**config.mk**
```make
export PLATFORM = sky130hd
export DESIGN_NAME = ordered_list_append_delete
export DESIGN_NICKNAME = d
export VERILOG_FILES = /design/src/hdl/olad_pkg.sv /design/src/hdl/olad_cell.sv /design/src/hdl/ordered_list_append_delete.sv
export SDC_FILE = /design/constraint.sdc
export NUM_CORES = 1
export LEC_CHECK = 0
export ABC_AREA = 1
export ABC_CLOCK_PERIOD_IN_PS = 5800
export BUFFER_PORTS_ARGS = -buffer_cell sky130_fd_sc_hd__buf_2
export CAP_MARGIN = 20
export CELL_PAD_IN_SITES_DETAIL_PLACEMENT = 1
export CELL_PAD_IN_SITES_GLOBAL_PLACEMENT = 1
export CORE_UTILIZATION = 45
export CTS_CLUSTER_SIZE = 8
export DETAILED_ROUTE_END_ITERATION = 12
export PLACE_DENSITY_LB_ADDON = 0.1
export SLEW_MARGIN = 20
export SYNTH_ARGS = -nofsm -noshare
export SYNTH_HDL_FRONTEND = slang
export SYNTH_HIERARCHICAL = 1
export SYNTH_SLANG_ARGS = --single-unit
```
**constraint.sdc**
```tcl
create_clock -name clk -period 5.8 [get_ports clk]
set_clock_uncertainty 0.05 [all_clocks]
set_input_delay 0.29 -clock clk [delete_from_list [all_inputs] [get_ports clk]]
set_output_delay 0.29 -clock clk [all_outputs]
set_load 0.01 [all_outputs]
```
**src/hdl/olad_pkg.sv**
```systemverilog
// Shared types, constants and helpers for the ordered list block.
package olad_pkg;

	localparam int CAPACITY    = 16;
	localparam int VALUE_WIDTH = 32;
	localparam int COUNT_W     = $clog2(CAPACITY + 1);
	localparam int LEN_W       = 5;
	localparam int POS_W       = 4;

	localparam logic [1:0] OP_APPEND  = 2'd0;
	localparam logic [1:0] OP_DELETE  = 2'd1;
	localparam logic [1:0] OP_CLEAR   = 2'd2;
	localparam logic [1:0] OP_IGNORED = 2'd3;

	localparam logic [1:0] STATUS_DONE     = 2'd0;
	localparam logic [1:0] STATUS_NO_MATCH = 2'd1;
	localparam logic [1:0] STATUS_FULL     = 2'd2;

	typedef logic [VALUE_WIDTH-1:0] elem_t;

	typedef struct packed {
		logic        [1:0]  op;
		logic signed [31:0] value;
	} req_t;

	typedef struct packed {
		logic [1:0]       status;
		logic [LEN_W-1:0] length;
		logic [POS_W-1:0] position;
	} rsp_t;

	typedef struct packed {
		logic append_here;
		logic delete_op;
		logic occupied;
	} cell_ctl_t;

	// The 32-bit input is sign-extended and then kept in VALUE_WIDTH bits.
	function automatic elem_t to_elem(input logic signed [31:0] v);
		logic signed [63:0] wide;
		wide = 64'(v);
		return wide[VALUE_WIDTH-1:0];
	endfunction

endpackage

```
**src/hdl/olad_cell.sv**
```systemverilog
// One list slot: holds an entry, compares it with the key and shifts on delete.
module olad_cell import olad_pkg::*; (
	input  logic      clk,
	input  cell_ctl_t ctl,
	input  elem_t     key,
	input  elem_t     next_value,
	input  logic      hit_in,
	output logic      hit_out,
	output logic      first,
	output elem_t     value_q
);

	logic match;

	assign match   = ctl.occupied && (value_q == key);
	assign hit_out = hit_in || match;
	assign first   = match && !hit_in;

	// On append the slot takes the key; on delete every slot at or after the first match takes its neighbor's entry.
	always_ff @(posedge clk) begin
		if (ctl.append_here) begin
			value_q <= key;
		end else if (ctl.delete_op && hit_out) begin
			value_q <= next_value;
		end
	end

endmodule

```
**src/hdl/ordered_list_append_delete.sv**
```systemverilog
// Ordered list with append, delete-first-match and clear, built as a chain of slot cells.
// Throughput: one request per cycle while req_stall is low; all slots compare in parallel
// and shift in one step. The response word of an accepted request is registered.
// A response waiting under stall holds the request side stalled as well.
// Reset clears the entry count and the response valid; slot contents are not cleared.
module ordered_list_append_delete import olad_pkg::*; (
	input  logic clk,
	input  logic arst_n,
	input  logic req_valid,
	output logic req_stall,
	input  req_t req,
	output logic rsp_valid,
	input  logic rsp_stall,
	output rsp_t rsp
);

	logic [COUNT_W-1:0] count_q;
	logic [COUNT_W-1:0] count_d;
	logic               rsp_valid_q;
	rsp_t               rsp_q;
	rsp_t               rsp_d;

	elem_t              key;
	logic               take;
	logic               room;
	logic               found;
	logic [POS_W-1:0]   match_pos;
	cell_ctl_t          ctl   [CAPACITY];
	elem_t              slot  [CAPACITY];
	logic [CAPACITY:0]  hit;
	logic [CAPACITY-1:0] first;

	assign req_stall = rsp_valid_q && rsp_stall;
	assign take      = req_valid && !req_stall;
	assign key       = to_elem(req.value);
	assign room      = count_q < COUNT_W'(CAPACITY);
	assign hit[0]    = 1'b0;
	assign found     = hit[CAPACITY];

	genvar g;
	generate
		for (g = 0; g < CAPACITY; g++) begin : g_cell
			always_comb begin
				ctl[g].append_here = take && (req.op == OP_APPEND) && room &&
					(count_q == COUNT_W'(g));
				ctl[g].delete_op   = take && (req.op == OP_DELETE);
				ctl[g].occupied    = COUNT_W'(g) < count_q;
			end

			olad_cell u_cell (
				.clk        (clk),
				.ctl        (ctl[g]),
				.key        (key),
				.next_value (slot[(g + 1 < CAPACITY) ? g + 1 : g]),
				.hit_in     (hit[g]),
				.hit_out    (hit[g+1]),
				.first      (first[g]),
				.value_q    (slot[g])
			);
		end
	endgenerate

	always_comb begin
		match_pos = '0;
		for (int i = 0; i < CAPACITY; i++) begin
			if (first[i]) begin
				match_pos = match_pos | POS_W'(i);
			end
		end
	end

	always_comb begin
		count_d       = count_q;
		rsp_d.status  = STATUS_DONE;
		rsp_d.position = '0;
		case (req.op)
			OP_APPEND: begin
				if (room) begin
					count_d        = count_q + COUNT_W'(1);
					rsp_d.position = POS_W'(count_q);
				end else begin
					rsp_d.status = STATUS_FULL;
				end
			end
			OP_DELETE: begin
				if (found) begin
					count_d        = count_q - COUNT_W'(1);
					rsp_d.position = match_pos;
				end else begin
					rsp_d.status = STATUS_NO_MATCH;
				end
			end
			OP_CLEAR: begin
				count_d = '0;
			end
			default: begin
				count_d = count_q;
			end
		endcase
		rsp_d.length = LEN_W'(count_d);
	end

	always_ff @(posedge clk or negedge arst_n) begin
		if (!arst_n) begin
			count_q     <= '0;
			rsp_valid_q <= 1'b0;
		end else begin
			if (take) begin
				count_q     <= count_d;
				rsp_valid_q <= 1'b1;
			end else if (!rsp_stall) begin
				rsp_valid_q <= 1'b0;
			end
		end
	end

	always_ff @(posedge clk) begin
		if (take) begin
			rsp_q <= rsp_d;
		end
	end

	assign rsp_valid = rsp_valid_q;
	assign rsp       = rsp_q;

endmodule

```
==> results of run 1 <==
-- power by group through the flow --
stage	Sequential [mW]	Clock (mW)	Combinational, mW
final	4.39	4.29	1.38
after global routing	4.39	4.48	1.51
after CTS	4.38	4.35	1.36
after detailed placement	4.46	0	1.35
after global placement	4.45	0	1.32
after floorplan	4.41	0	0.779
-- what timing repair did --
action,CTS,global route
hold buffers,3,0
setup buffers,0,0
hold endpoints to repair,7,0
-- how the worst max path moves through the flow --
stage | end | depth (start not counted) | startpoint | slack, ns
after CTS | g_cell[15].u_cell/value_q[13]$_DFFE_PP_ | 41 | count_q[0]$_DFFE_PN0P_ | 0.72
after floorplan | g_cell[15].u_cell/value_q[0]$_DFFE_PP_ | 42 | count_q[1]$_DFFE_PN0P_ | 1.44
after global placement | g_cell[15].u_cell/value_q[2]$_DFFE_PP_ | 41 | count_q[0]$_DFFE_PN0P_ | 0.85
after global routing | g_cell[15].u_cell/value_q[4]$_DFFE_PP_ | 41 | count_q[0]$_DFFE_PN0P_ | 0.30
final | g_cell[15].u_cell/value_q[13]$_DFFE_PP_ | 41 | count_q[0]$_DFFE_PN0P_ | 0.68
after detailed placement | g_cell[15].u_cell/value_q[5]$_DFFE_PP_ | 41 | count_q[0]$_DFFE_PN0P_ | 0.76
-- final cells by class --
cell class | instances | area, µm² | share of cell area (%)
multi-input cells | 3692 | 16500 | 40.9
flip-flops and latches | 529 | 15900 | 39.3
inverters | 977 | 3670 | 9.11
clock buffers | 109 | 2110 | 5.23
well taps | 1060 | 1330 | 3.29
repair buffers | 121 | 791 | 1.96
clock inverters | 8 | 60.1 | 0.149
-- per-layer routing --
| layer | vias to the layer above | wire, µm |
|---|---|---|
| li1 | 16631 | - |
| met1 | 17045 | 62000 |
| met2 | 1119 | 68600 |
| met3 | 326 | 8210 |
| met4 | 4 | 8810 |
| met5 | - | 28 |
-- metrics by stage --
| stage | util, % | cell area, µm² | setup slack, ns | power [mW] |
|---|---|---|---|---|
| after floorplan | - | 36500 | 1.44 | 5.19 |
| after global placement | 47.4 | 38100 | 0.846 | 5.78 |
| after detailed placement | 47.4 | 38100 | 0.762 | 5.81 |
| after CTS | 50.1 | 40300 | 0.723 | 10.1 |
| after global routing | 50.1 | 40300 | 0.303 | 10.4 |
| final | 50.1 | 40300 | 0.679 | 10.1 |
-- state kept, by name, summed over array words and instances (netlist names) --
register,cells
rsp,11
rsp_valid,1
count_q,5
g_cell.u_cell/value_q,512
-- worst register-to-register path: cells and delay by family, from the launching register on --
family / cells / cell delay, ns
AO/OA/AOI/OAI: 1 / 0.41
adder cells (fa/ha/maj): 1 / 0.26
buffers and inverters: 16 / 1.32
flip-flops: 1 / 0.49
AND/OR/NAND/NOR: 23 / 2.18
-- cells in the final DEF (no fill, tap or decap), types with 65 or more instances in the layout --
cell / instances
clkbuf_16: 80
inv_2: 116
nand4_1: 111
xnor2_1: 112
edfxtp_1: 523
nand3_1: 85
inv_1: 827
nor2_1: 420
nand2_2: 118
buf_4: 68
o21ai_0: 484
nand2_1: 2090
nor2_2: 65
==> flow_metrics.env, run 1 <==
export IMPL_clock_path_buffers=3
export IMPL_fin_cells=6496
export IMPL_relSlewSlack_pct=27.6
export IMPL_hold_viol=0
export IMPL_hold_end="g_cell[0].u_cell/value_q[16]$_DFFE_PP_"
export IMPL_postSynthCellCount=5297
export IMPL_setup_viol=0
export IMPL_cp_data_required_time_ns=6.00
export IMPL_worstSetupPathType="reg2reg"
export IMPL_yosys_warnings=6
export IMPL_overflow=0
export IMPL_p_comb_share_pct=13.7
export IMPL_antenna_found_initial=7
export IMPL_drv_slew=0
export IMPL_rr_endpoint="g_cell[15].u_cell/value_q[13]$_DFFE_PP_"
export IMPL_use_met2_pct=59.7
export IMPL_fmax_ghz=0.195
export IMPL_pin_count=51
export IMPL_cp_start_kind="flip-flop"
export IMPL_clock_sinks=529
export IMPL_r2r_slack_ns=0.68
export IMPL_syn_to_final_growth_pct=10.5
export IMPL_cts_resized_gates=0
export IMPL_crit_buf_inv=16
export IMPL_avgViaCountPerCell=5.41
export IMPL_root_buffer="clkbuf_16"
export IMPL_r2r_start="count_q[0]$_DFFE_PN0P_"
export IMPL_cts_made_buffers=77
export IMPL_cts_tree="yes"
export IMPL_dpl_cell_count=6376
export IMPL_synth_nets=5340
export IMPL_hold_depth=3
export IMPL_hp_class="in2reg"
export IMPL_hpwl_um=112000
export IMPL_power_frac_clock_pct=42.7
export IMPL_antenna_cells=0
export IMPL_maxCapViolCount=0
export IMPL_fill_cells=10553
export IMPL_grt_max_degree=60
export IMPL_grt_busiest_layer="met2"
export IMPL_routed_wl_um=148000
export IMPL_avgSynthCellArea_um2=6.89
export IMPL_power_density_nw_per_um2=249
export IMPL_fin_nets=5441
export IMPL_clk_pin_slew_ns=0.05
export IMPL_htreeDepth=3
export IMPL_die_y_um=287
export IMPL_clkLatencyLatePin_ns=0.64
export IMPL_place_congestion=1.02
export IMPL_grt_pass1_wl_um=220000
export IMPL_hold_start="req[16]"
export IMPL_grtUsageMet1_pct=45.7
export IMPL_synth_area_um2=36500
export IMPL_seqPwrFrac_pct=43.6
export IMPL_wire_per_inst_um=22.7
export IMPL_rows=104
export IMPL_crit_fanout=32
export IMPL_peakVddDrop_mv=0.230
export IMPL_die_area_um2=82200
export IMPL_ant_nets=0
export IMPL_power_leakage_nw=20.3
export IMPL_hold_slack_ns=0.0661
export IMPL_start_util_pct=45.4
export IMPL_crit_arrival_ns=5.32
export IMPL_crit_slowest_cell="dfrtp_1"
export IMPL_grt_util_met3_pct=4.09
export IMPL_drt_iter0_drc=2620
export IMPL_rsz0062_at_grt="no"
export IMPL_cp_top_family="simple AND/OR/NAND/NOR gates"
export IMPL_cpPeakStageDelay_ns=0.49
export IMPL_firstDrtPassIters=5
export IMPL_core_area_um2=80400
export IMPL_outcome="finished clean"
export IMPL_finalCritPeriodShare_pct=88.3
export IMPL_portBuffers=50
export IMPL_p_int_mw=7.15
export IMPL_reg2reg_depth=41
export IMPL_vias=35125
export IMPL_tns_ns=0
export IMPL_grt_pass1_vias=35966
export IMPL_post_route_min_period_ns=5.12
export IMPL_switching_power_mw=2.91
export IMPL_switching_share_pct=29.0
export IMPL_drc_errors=0
export IMPL_drive_gt1_share_pct=10.4
export IMPL_worst_pin_slew_ns=1.08
export IMPL_die_w_um=287
export IMPL_grt_total_usage_pct=35.8
export IMPL_worst_setup_path_end_kind="flip-flop"
Power figures use the tool's default switching activity.
==> inputs of run 2 (changes only) <==
Settings changed: CORE_ASPECT_RATIO set to 1.75.
==> flow_metrics.env, run 2 (same netlist as run 1, synthesis figures left out) <==
export IMPL_outcome="finished clean"
export IMPL_rows=137
export IMPL_finalInstanceArea_um2=40300
export IMPL_htreeDepth=3
export IMPL_dr_wl_met3_um=7050
export IMPL_crit_fanout=32
export IMPL_crit_slowest_cell="dfrtp_1"
export IMPL_power_density_nw_per_um2=249
export IMPL_avgViaCountPerCell=5.51
export IMPL_cp_data_required_time_ns=6.10
export IMPL_utilization_pct=50.4
export IMPL_worstSetupPathType="reg2reg"
export IMPL_drt_iter0_drc=2357
export IMPL_r2r_start="count_q[1]$_DFFE_PN0P_"
export IMPL_pin_count=51
export IMPL_core_area_um2=80100
export IMPL_power_frac_clock_pct=41.8
export IMPL_route_top_layer_used="met5"
export IMPL_clock_path_buffers=3
export IMPL_fmax_ghz=0.198
export IMPL_pre_cts_slack_ns=0.856
export IMPL_placed_area_um2=38200
export IMPL_rsz0062_at_grt="no"
export IMPL_fin_cells=6466
export IMPL_hold_depth=3
export IMPL_die_area_um2=82300
export IMPL_dpl_cell_count=6365
export IMPL_cp_start_kind="flip-flop"
export IMPL_cts_resized_gates=0
export IMPL_grt_pass1_vias=37376
export IMPL_antenna_found_initial=11
export IMPL_clkLatencyLatePin_ns=0.67
export IMPL_hp_class="in2reg"
export IMPL_hold_slack_ns=0.0403
export IMPL_reg2reg_depth=43
export IMPL_start_util_pct=45.6
export IMPL_p_comb_share_pct=14.5
export IMPL_overflow=0
export IMPL_clock_sinks=529
export IMPL_clk_pin_slew_ns=0.05
export IMPL_rr_endpoint="g_cell[15].u_cell/value_q[10]$_DFFE_PP_"
export IMPL_hold_start="req[31]"
export IMPL_setup_viol=0
export IMPL_firstDrtPassIters=5
export IMPL_largest_reg_flops=512
export IMPL_switching_power_mw=2.97
export IMPL_finalPower_mw=10.0
export IMPL_fin_ws_ns=0.743
export IMPL_drv_slew=0
export IMPL_cpPeakStageDelay_ns=0.56
export IMPL_final_common_cell="nand2_1"
export IMPL_post_route_min_period_ns=5.06
export IMPL_maxCapViolCount=0
export IMPL_grt_pass1_wl_um=235000
export IMPL_tns_ns=0
export IMPL_power_leakage_nw=20.3
export IMPL_drc_errors=0
export IMPL_ant_nets=0
export IMPL_cts_tree="yes"
export IMPL_fin_nets=5448
export IMPL_vias=35639
export IMPL_hold_viol=0
export IMPL_regMostFlops="g_cell.u_cell/value_q"
export IMPL_worst_setup_path_end_kind="flip-flop"
export IMPL_routed_wl_um=163000
export IMPL_root_buffer="clkbuf_16"
export IMPL_worst_pin_slew_ns=1.14
export IMPL_grt_total_usage_pct=39.7
export IMPL_wl_met1_um=54600
export IMPL_p_int_mw=7.07
export IMPL_cts_made_buffers=76
export IMPL_drive_gt1_share_pct=10.5
export IMPL_portBuffers=50
export IMPL_syn_to_final_growth_pct=10.5
export IMPL_finalCritPeriodShare_pct=87.2
export IMPL_crit_arrival_ns=5.35
export IMPL_peakVddDrop_mv=0.210
export IMPL_die_y_um=379
export IMPL_seqPwrFrac_pct=43.7
export IMPL_grt_max_degree=60
export IMPL_hpwl_um=124000
export IMPL_relSlewSlack_pct=23.3
export IMPL_r2r_slack_ns=0.74
export IMPL_hold_end="g_cell[0].u_cell/value_q[31]$_DFFE_PP_"
export IMPL_route_met2_wl_um=83100
export IMPL_layout_common_cells="nand2_1 (2092), inv_1 (827), edfxtp_1 (523)"
export IMPL_place_congestion=0.988
export IMPL_die_w_um=217
export IMPL_wire_per_inst_um=25.2
export IMPL_switching_share_pct=29.6
export IMPL_crit_top_cell="inv_1"
==> run 2: changes by cell type in the layout (fill, tap and decap cells not counted), moves of 2 or more <==
cell      change
buf_4         +4
buf_12        +3
clkbuf_1     -20
diode_2       +4
clkinv_1      -2
nand2_1       +2
nand2_2       -2
clkinv_2      -2
==> run 2: what timing repair did <==
item                      4_1_cts  5_1_grt
hold endpoints to repair        8        0
hold buffers                    4        0
setup buffers                   0        0
==> run 2: worst max path at each step <==
stage                                start                                       to  cells past startpoint
global placement    count_q[1]$_DFFE_PN0P_  g_cell[15].u_cell/value_q[27]$_DFFE_PP_                     43
finish              count_q[1]$_DFFE_PN0P_  g_cell[15].u_cell/value_q[10]$_DFFE_PP_                     43
floorplan           count_q[1]$_DFFE_PN0P_   g_cell[15].u_cell/value_q[0]$_DFFE_PP_                     42
global route        count_q[1]$_DFFE_PN0P_  g_cell[15].u_cell/value_q[11]$_DFFE_PP_                     43
detailed placement  count_q[1]$_DFFE_PN0P_  g_cell[15].u_cell/value_q[27]$_DFFE_PP_                     43
CTS                 count_q[1]$_DFFE_PN0P_   g_cell[15].u_cell/value_q[7]$_DFFE_PP_                     43
==> run 2: critical path, delay by kind of cell, from the launching register on <==
family	cells	cell delay [ns]
and+or+nand+nor	23	2.16
buffers and inverters	18	1.49
DFF	1	0.56
adders and majority gates	1	0.25
AOI/OAI and AO/OA	1	0.20
==> run 2: final cells by class <==
cell class	count	area, µm²
Fill cell	10563	39700
Multi-Input combinational cell	3692	16500
Sequential cell	529	15900
Inverter	977	3670
Clock buffer	88	2010
Tap cell	1042	1300
Timing Repair Buffer	129	891
Clock inverter	5	58.8
Antenna cell	4	10.0
==> run 2: per-layer routing <==
metal | vias up | track usage (%)
met2 | 1147 | 71.9
met4 | 8 | 38.8
met1 | 17230 | 38.1
met5 | - | 0
met3 | 614 | 5.30
li1 | 16640 | -
==> run 2: power by group through the flow <==
stage / sequential [mW] / clock, mW / combinational, mW
detailed placement: 4.46 / 0 / 1.41
global route: 4.39 / 4.37 / 1.57
CTS: 4.38 / 4.27 / 1.43
global placement: 4.46 / 0 / 1.39
floorplan: 4.41 / 0 / 0.779
finish: 4.39 / 4.19 / 1.45
==> inputs of run 3 (changes only) <==
Settings changed: CORE_UTILIZATION 45 to 47, PLACE_DENSITY set to 0.9, PLACE_DENSITY_LB_ADDON 0.1 to not set.
==> flow_metrics.env, run 3 (same netlist as run 1, synthesis figures left out) <==
export IMPL_startpoint="count_q[4]$_DFFE_PN0P_"
export IMPL_ant_nets=0
export IMPL_overflow=0
export IMPL_worst_setup_path_endpoint="rsp[6]$_DFFE_PP_"
export IMPL_largest_reg_flops=512
export IMPL_worst_pin_slew_ns=1.14
export IMPL_power_leakage_nw=20.4
export IMPL_grt_total_usage_pct=44.1
export IMPL_setup_viol=0
export IMPL_avgViaCountPerCell=5.75
export IMPL_clock_sinks=529
export IMPL_rr_endpoint="rsp[6]$_DFFE_PP_"
export IMPL_utilization_pct=52.7
export IMPL_syn_to_final_growth_pct=10.6
export IMPL_fmax_ghz=0.196
export IMPL_crit_slowest_cell="dfrtp_1"
export IMPL_fin_ws_ns=0.693
export IMPL_pre_cts_slack_ns=0.970
export IMPL_cpPeakStageDelay_ns=0.57
export IMPL_start_util_pct=47.6
export IMPL_grt_max_degree=60
export IMPL_crit_top_cell="nand2_2"
export IMPL_rsz0062_at_grt="no"
export IMPL_hpwl_um=121000
export IMPL_wire_per_inst_um=25.8
export IMPL_crit_fanout=10
export IMPL_finalCritPeriodShare_pct=88.1
export IMPL_worstSetupPathType="reg2reg"
export IMPL_clock_path_buffers=3
export IMPL_cts_made_buffers=76
export IMPL_final_common_cell="nand2_1"
export IMPL_vias=37152
export IMPL_cp_start_kind="flip-flop"
export IMPL_fin_nets=5443
export IMPL_r2r_start="count_q[4]$_DFFE_PN0P_"
export IMPL_relSlewSlack_pct=23.4
export IMPL_pin_count=51
export IMPL_cts_tree="yes"
export IMPL_routed_wl_um=167000
export IMPL_place_congestion=0.976
export IMPL_fin_cells=6466
export IMPL_drive_gt1_share_pct=10.5
export IMPL_die_w_um=213
export IMPL_reg2reg_depth=47
export IMPL_htreeDepth=3
export IMPL_dpl_cell_count=6338
export IMPL_clkLatencyLatePin_ns=0.67
export IMPL_drc_errors=0
export IMPL_root_buffer="clkbuf_16"
export IMPL_worst_setup_path_end_kind="flip-flop"
export IMPL_hold_slack_ns=0.0257
export IMPL_peakVddDrop_mv=0.206
export IMPL_clk_pin_slew_ns=0.05
export IMPL_r2r_slack_ns=0.69
export IMPL_regMostFlops="g_cell.u_cell/value_q"
export IMPL_drt_iter0_drc=2854
export IMPL_maxCapViolCount=0
export IMPL_cts_resized_gates=0
export IMPL_fill_cells=10100
export IMPL_die_y_um=371
export IMPL_core_area_um2=76600
export IMPL_die_area_um2=78800
export IMPL_cp_data_required_time_ns=6.15
export IMPL_post_route_min_period_ns=5.11
export IMPL_rows=134
export IMPL_antenna_found_initial=28
export IMPL_power_density_nw_per_um2=252
export IMPL_layout_common_cells="nand2_1 (2092), inv_1 (827), edfxtp_1 (523)"
export IMPL_portBuffers=50
export IMPL_crit_arrival_ns=5.45
export IMPL_grt_pass1_wl_um=248000
export IMPL_outcome="finished clean"
export IMPL_grt_pass1_vias=39426
export IMPL_firstDrtPassIters=5
export IMPL_tns_ns=0
export IMPL_hold_viol=0
export IMPL_drv_slew=0
export IMPL_hp_class="in2async"
run 3: cell types whose count changed in the layout (fill, tap and decap cells not counted):
cell       previous run  this run
inv_6                 2         0
buf_4                72        69
xnor2_2               0         8
clkinv_8              2         0
xnor2_1             112       104
diode_2               4        19
buf_12                3         1
nor3_2                3         2
nor3_1               48        49
clkbuf_16            79        81
clkbuf_1              9        23
run 3: cell type report:
| class | count | area [µm²] | area share, % |
|---|---|---|---|
| clock buffers | 104 | 2110 | 5.24 |
| clock inverters | 1 | 8.76 | 0.0217 |
| multi-input cells | 3692 | 16600 | 41.0 |
| well taps | 1020 | 1280 | 3.16 |
| diodes | 19 | 47.5 | 0.118 |
| flip-flops and latches | 529 | 15900 | 39.3 |
| repair buffers | 124 | 828 | 2.05 |
| inverters | 977 | 3670 | 9.10 |
run 3: where the power goes:
| group | switching (mW) | internal (mW) | leakage [nW] | total, mW |
|---|---|---|---|---|
| logic | 1.16 | 0.364 | 14.5 | 1.53 |
| registers | 0.0902 | 4.28 | 4.82 | 4.38 |
| clock network | 1.76 | 2.49 | 1.03 | 4.25 |
| total | 3.01 | 7.14 | 20.4 | 10.2 |
run 3: how the worst min path moves through the flow:
stage                  from                                endpoint  slack [ns]  cells past startpoint
global route         arst_n                   rsp_valid$_DFFE_PN0P_        0.01                      2
floorplan            arst_n                  count_q[0]$_DFFE_PN0P_       -0.06                      0
detailed placement   arst_n                   rsp_valid$_DFFE_PN0P_        0.17                      1
global placement     arst_n                   rsp_valid$_DFFE_PN0P_        0.17                      1
finish               arst_n                   rsp_valid$_DFFE_PN0P_        0.03                      2
CTS                 req[24]  g_cell[0].u_cell/value_q[24]$_DFFE_PP_       0.002                      3
run 3: layer usage:
metal  global-route usage, %  wire length [µm]  part of all wire [%]  up-vias
li1                        -                 -                     -    16673
met1                    36.3             48500                    29    17873
met2                    74.5             82900                    50     1616
met3                    17.4             12800                   7.7      966
met4                    50.0             22300                    13       24
met5                    1.38               264                  0.16        -
run 3: per-stage QoR:
stage               total power [mW]  cell area, µm²
finish                          10.2           40400
global route                    10.4           40300
CTS                             10.1           40300
detailed placement              5.85           38100
global placement                5.81           38100
floorplan                       5.19           36500
run 3: critical path, delay by kind of cell (launching register included):
kind,cells,cell delay (ns)
simple gates,28,3.00
buf+inv,18,1.12
flops,1,0.57
compound gates,1,0.07
run 3: timing repair:
action / CTS / global route
hold buffers: 4 / 0
endpoints found under the hold margin: 8 / 0
buffers inserted: 0 / 0
endpoints found under the setup margin: 0 / 0
